$ cat src/sv/wvm_pkg.sv
// Shared types, codes and constants of the wavetable voice mixer.
package wvm_pkg;

    localparam int CHANNELS_DEF      = 8;
    localparam int SAMPLE_SLOTS_DEF  = 32;
    localparam int FRAC_BITS_DEF     = 12;
    localparam int MEM_ADDR_BITS_DEF = 17;

    localparam int OUT_BITS   = 8;
    localparam int SUM_W      = 16;
    localparam int ADDR_W     = 17;
    localparam int IN_DATA_W  = 120;
    localparam int IN_USER_W  = 2;
    localparam int OUT_DATA_W = 16;
    localparam int CFG_IDX_W  = 2;
    localparam int CFG_DATA_W = 4;

    localparam int PAN_FULL  = 128;
    localparam int GAIN_MAX  = 64;
    localparam int VOL_SHIFT = 6;
    localparam int OUT_BIAS  = 128;

    localparam logic [1:0] MODE_MEM   = 2'd0;
    localparam logic [1:0] MODE_DESC  = 2'd1;
    localparam logic [1:0] MODE_VOICE = 2'd2;
    localparam logic [1:0] MODE_GEN   = 2'd3;

    localparam logic [CFG_IDX_W-1:0] CFG_ACTIVE = 2'd0;
    localparam logic [CFG_IDX_W-1:0] CFG_INTERP = 2'd1;

    typedef enum logic [3:0] {
        S_IDLE,
        S_LOAD,
        S_PTR,
        S_RD_CUR,
        S_RD_NXT,
        S_INTERP,
        S_MIX,
        S_DIV_INIT,
        S_DIV,
        S_DONE
    } t_state;

    typedef struct packed {
        logic [1:0]        mode;
        logic [ADDR_W-1:0] address;
        logic [7:0]        mem_byte;
        logic [4:0]        sample_index;
        logic [ADDR_W-1:0] region_end;
        logic [ADDR_W-1:0] loop_length;
        logic [2:0]        channel;
        logic [15:0]       step;
        logic [6:0]        volume;
        logic [7:0]        panning;
        logic              restart;
        logic [15:0]       start_offset;
    } t_item;

    typedef struct packed {
        logic write;
        logic start;
        logic load;
        logic ptr;
        logic rd_cur;
        logic rd_nxt;
        logic interp;
        logic mix;
        logic next_voice;
        logic div_init;
        logic div_step;
        logic out_load;
    } t_cmd;

    typedef struct packed {
        logic skip_voice;
        logic last_voice;
        logic div_last;
        logic out_busy;
    } t_sts;

endpackage

$ cat src/sv/wvm_ctrl.sv
// Sequencer of the mixer: accepts beats and steps the datapath through each voice.
module wvm_ctrl (
    input  logic          i_clk,
    input  logic          i_rst_n,
    input  logic          i_tvalid,
    input  logic [1:0]    i_mode,
    output logic          o_tready,
    input  wvm_pkg::t_sts i_sts,
    output wvm_pkg::t_cmd o_cmd
);
    import wvm_pkg::*;

    t_state r_state, n_state;
    logic   w_acc;

    assign w_acc = i_tvalid && (r_state == S_IDLE);

    always_ff @(posedge i_clk) begin
        if (!i_rst_n) begin
            r_state <= S_IDLE;
        end else begin
            r_state <= n_state;
        end
    end

    always_comb begin
        n_state = r_state;
        unique case (r_state)
            S_IDLE: begin
                if (w_acc && i_mode == MODE_GEN) n_state = S_LOAD;
            end
            S_LOAD: begin
                if (!i_sts.skip_voice)     n_state = S_PTR;
                else if (i_sts.last_voice) n_state = S_DIV_INIT;
            end
            S_PTR:    n_state = S_RD_CUR;
            S_RD_CUR: n_state = S_RD_NXT;
            S_RD_NXT: n_state = S_INTERP;
            S_INTERP: n_state = S_MIX;
            S_MIX:    n_state = i_sts.last_voice ? S_DIV_INIT : S_LOAD;
            S_DIV_INIT: n_state = S_DIV;
            S_DIV: begin
                if (i_sts.div_last) n_state = S_DONE;
            end
            S_DONE: begin
                if (!i_sts.out_busy) n_state = S_IDLE;
            end
            default: n_state = S_IDLE;
        endcase
    end

    always_comb begin
        o_cmd    = '0;
        o_tready = 1'b0;
        unique case (r_state)
            S_IDLE: begin
                o_tready    = 1'b1;
                o_cmd.write = w_acc && i_mode != MODE_GEN;
                o_cmd.start = w_acc && i_mode == MODE_GEN;
            end
            S_LOAD: begin
                o_cmd.load       = 1'b1;
                o_cmd.next_voice = i_sts.skip_voice && !i_sts.last_voice;
            end
            S_PTR:    o_cmd.ptr    = 1'b1;
            S_RD_CUR: o_cmd.rd_cur = 1'b1;
            S_RD_NXT: o_cmd.rd_nxt = 1'b1;
            S_INTERP: o_cmd.interp = 1'b1;
            S_MIX: begin
                o_cmd.mix        = 1'b1;
                o_cmd.next_voice = !i_sts.last_voice;
            end
            S_DIV_INIT: o_cmd.div_init = 1'b1;
            S_DIV:      o_cmd.div_step = 1'b1;
            S_DONE:     o_cmd.out_load = !i_sts.out_busy;
            default: ;
        endcase
    end
endmodule

$ cat config.mk
export PLATFORM = sky130hd
export DESIGN_NAME = wvm_ctrl
export DESIGN_NICKNAME = d
export VERILOG_FILES = /design/src/sv/wvm_pkg.sv /design/src/sv/wvm_ctrl.sv
export SDC_FILE = /design/constraint.sdc
export NUM_CORES = 1
export LEC_CHECK = 0
export ABC_CLOCK_PERIOD_IN_PS = 1600
export BUFFER_PORTS_ARGS = -buffer_cell sky130_fd_sc_hd__buf_2
export CAP_MARGIN = 20
export CORE_AREA = 5 5 42 44
export DETAILED_ROUTE_END_ITERATION = 12
export DIE_AREA = 0 0 47 49
export GPL_ROUTABILITY_DRIVEN = 0
export GPL_TIMING_DRIVEN = 1
export SETUP_SLACK_MARGIN = 0.3
export SLEW_MARGIN = 20
export SYNTH_ARGS = -nofsm -noshare
export SYNTH_HDL_FRONTEND = slang
export SYNTH_SLANG_ARGS = --single-unit
$ cat constraint.sdc
create_clock -name i_clk -period 1.6 [get_ports i_clk]
set_clock_uncertainty 0.2 [all_clocks]
set_input_delay 0.08 -clock i_clk [delete_from_list [all_inputs] [get_ports i_clk]]
set_output_delay 0.08 -clock i_clk [all_outputs]
set_load 0.05 [all_outputs]
==> metrics.txt <==
status=finished, violations left; failing checks=negative setup slack; Worst-Margin Slew=0.282 ns; M1 GR Usage=16.8%; RSZ-0062 raised after global routing=true; met2 usage=23.3%; combinational family with the most area after synthesis=simple AND/OR/NAND/NOR gates; reg2reg start=r_state[2]; # diodes=0; Initial Util=27.0%; clock sinks=4; GRT busiest layer=met2; VDD IR max=0.429 mV; Largest register FFs=4; CTS Buffer Depth=2; Crit path required time=1.32 ns; critical path endpoint=o_cmd[4]; CTS tree=done; HPWL after DPL=935 um; crit-path cells=buf_8 -> or2b_4 -> buf_4 -> nor2_4 -> buf_6; synthesized flop and latch total=4; CP Buf/Inv Count=3; Fmax achieved=585 MHz; I/O Buffers=21; Crit-path slowest cell=dfxtp_2; hold path startpoint=i_sts[3]; met3 GRT Util=2.58%; GRT overflow=0; XOR/XNOR Fraction of Synth Area=0%; Final Power=861 uW; cts bufs inserted=3; initial antenna violation count=0; Worst setup EP type=primary output; pre-CTS setup slack=0.00375 ns; row cnt=14; Pleak=0.396 nW; Comb pwr share=68.4%; reg2reg setup slack=-0.05 ns; final hold vios=0; min cycle time layout=1.71 ns; post-synthesis compound-gate area fraction=15.9%; Max Slew Vio Count=0; Final Cycle Share=107%; I/O pin cnt=22; Top reg by flops=r_state; Die W=47 um; Detailed Route Iter0 Violations=4; placed cell areas=672 um^2; delay-heaviest family, CP=buffers and inverters; share of the yosys chip area belonging to registers=21.2%; Pwr Density=890 nW/um^2; largest net degree at the start of global routing=11; Initial DRT Pass Iterations=4; switching power=383 uW; Largest regs=r_state (4); Arr. time, crit path=1.43 ns; drt total wl=1.55 mm; share of power burned in the clock network=15.9%; reported max-cap violation count=0; Int Power=478 uW; syn_area_per_cell=7.41 um^2; Layout area overhead=156%; critical path class=reg2out; GRT Util Overall=14.7%; Syn Inst Count=51; post-route cell area=967 um^2; share of cells above drive strength 1=76.9%; Final ANT Viol Nets=0; syn_nets=60; yosys warns=0; first-pass GRT wire length=2.44 mm; DR vias/cell=5.12; Crit path depth=5; drt wl/cell=14.5 um; multiplexer area fraction after synthesis=0%; Synth Area in Adders=0%; # nets final=102; dominant cell type by area after synthesis=dfxtp_1; Die Ht=49 um; die area=2300 um^2; count of cell types in the netlist=24; area fraction in and, or, nand and nor cells after synthesis=51.7%; top cells by area, synth=dfxtp_1, nand2b_1, nor3_1; Sequential Power Share=15.7%; vias post-DR=548; root buffer cell=clkbuf_4; H-tree depth=1; final worst setup slack=-0.110 ns; Sw Share=44.5%; CP peak stage delay=0.34 ns; reg2reg end=r_state[0]; DRC=0; endpoints failing setup=7; vias in the first global route=546; Worst slew margin=81.1%; top-area cell type share of the netlist area=21.2%; worst hold path type=in2reg; crit path max fanout=10; post-synth design cell area=378 um^2; Worst-path clk slew=0.05 ns; clk_lat worst skew=0.25 ns; path depth of the worst reg2reg path=6; Setup crit start=r_state[1]; core box area=1400 um^2; Final Util=69.0%; Critical Path Source Type=flip-flop
[worst reg2reg max path, delay by kind of cell, from the launching register on]
kind | cells | cell delay, ns
flops | 1 | 0.34
buf+inv | 2 | 0.26
compound gates | 3 | 0.49
simple gates | 1 | 0.24
[final cells by class]
type,count,area (um^2)
clock buffer,3,22.5
fill,111,434
inverter,1,3.75
multi-input combinational,42,433
sequential,4,92.6
tap,16,20.0
timing repair buffer,41,395
[synthesized netlist by cell type]
cell	instances
nand2_1	3
o31ai_1	1
and4_2	1
a31oi_1	2
or4b_1	1
buf_2	1
a32oi_1	1
nor2_1	4
nand2b_1	8
nor3_1	9
nor3b_1	1
buf_6	3
nor4_2	1
o21a_1	1
dfxtp_1	4
or2b_1	1
and3_2	1
nand3_1	1
inv_1	1
or4_1	1
nor2b_1	1
o21ai_0	2
a21oi_1	1
a311oi_1	1
[metal layers]
| metal | vias up | wire length, um |
|---|---|---|
| met5 | - | 0 |
| met4 | 0 | 57 |
| met3 | 6 | 76 |
| met2 | 20 | 848 |
| met1 | 254 | 571 |
| li1 | 268 | - |
[cells by family after synthesis]
logic type | Yosys count
AO/OA/AOI/OAI | 9
buffers and inverters | 5
flip-flops | 4
AND/OR/NAND/NOR | 33
[power groups by stage]
stage               clock network, mW  registers [mW]  logic, mW
floorplan                           0           0.129      0.329
global placement                    0           0.129      0.416
detailed placement                  0           0.130      0.416
CTS                             0.136           0.126      0.490
global route                    0.152           0.137      0.623
finish                          0.137           0.136      0.589
[how the worst min path moves through the flow]
| stage | to | slack, ns | cells past startpoint |
|---|---|---|---|
| after floorplan | r_state[3] | 0.008 | 2 |
| after global placement | r_state[3] | 0.14 | 3 |
| after detailed placement | r_state[3] | 0.14 | 3 |
| after CTS | r_state[0] | -0.002 | 3 |
| after global routing | r_state[0] | 0.02 | 3 |
| final | r_state[0] | 0.009 | 3 |
[metrics by stage]
step	instances	hold slack, ns	TNS, ns
5_1_grt	107	0.0232	-1.05
6_report	107	0.00921	-0.436
3_3_place_gp	92	0.138	0
3_5_place_dp	92	0.144	0
2_1_floorplan	51	0.00764	-0.766
4_1_cts	102	-0.00183	-0.356
[timing repair]
action	CTS	global route
resized for setup	37	12
hold endpoints to repair	4	0
hold buffers	1	0
pin swaps	5	7
endpoints found under the setup margin	17	17
setup buffers	6	5
[placed cells by master, fill, tap and decap left out, types with 2 or more instances in the layout]
cell and instances:
buf_8 6, nor2_4 3, nor3_4 6, a31oi_1 2, dfxtp_4 3, nand2b_4 5, nor3_1 3, nand2b_1 3
buf_4 10, nand2_1 2, buf_6 16, o21ai_0 2, clkbuf_4 3, buf_2 8
No activity file was read; power rests on OpenSTA's default activity.
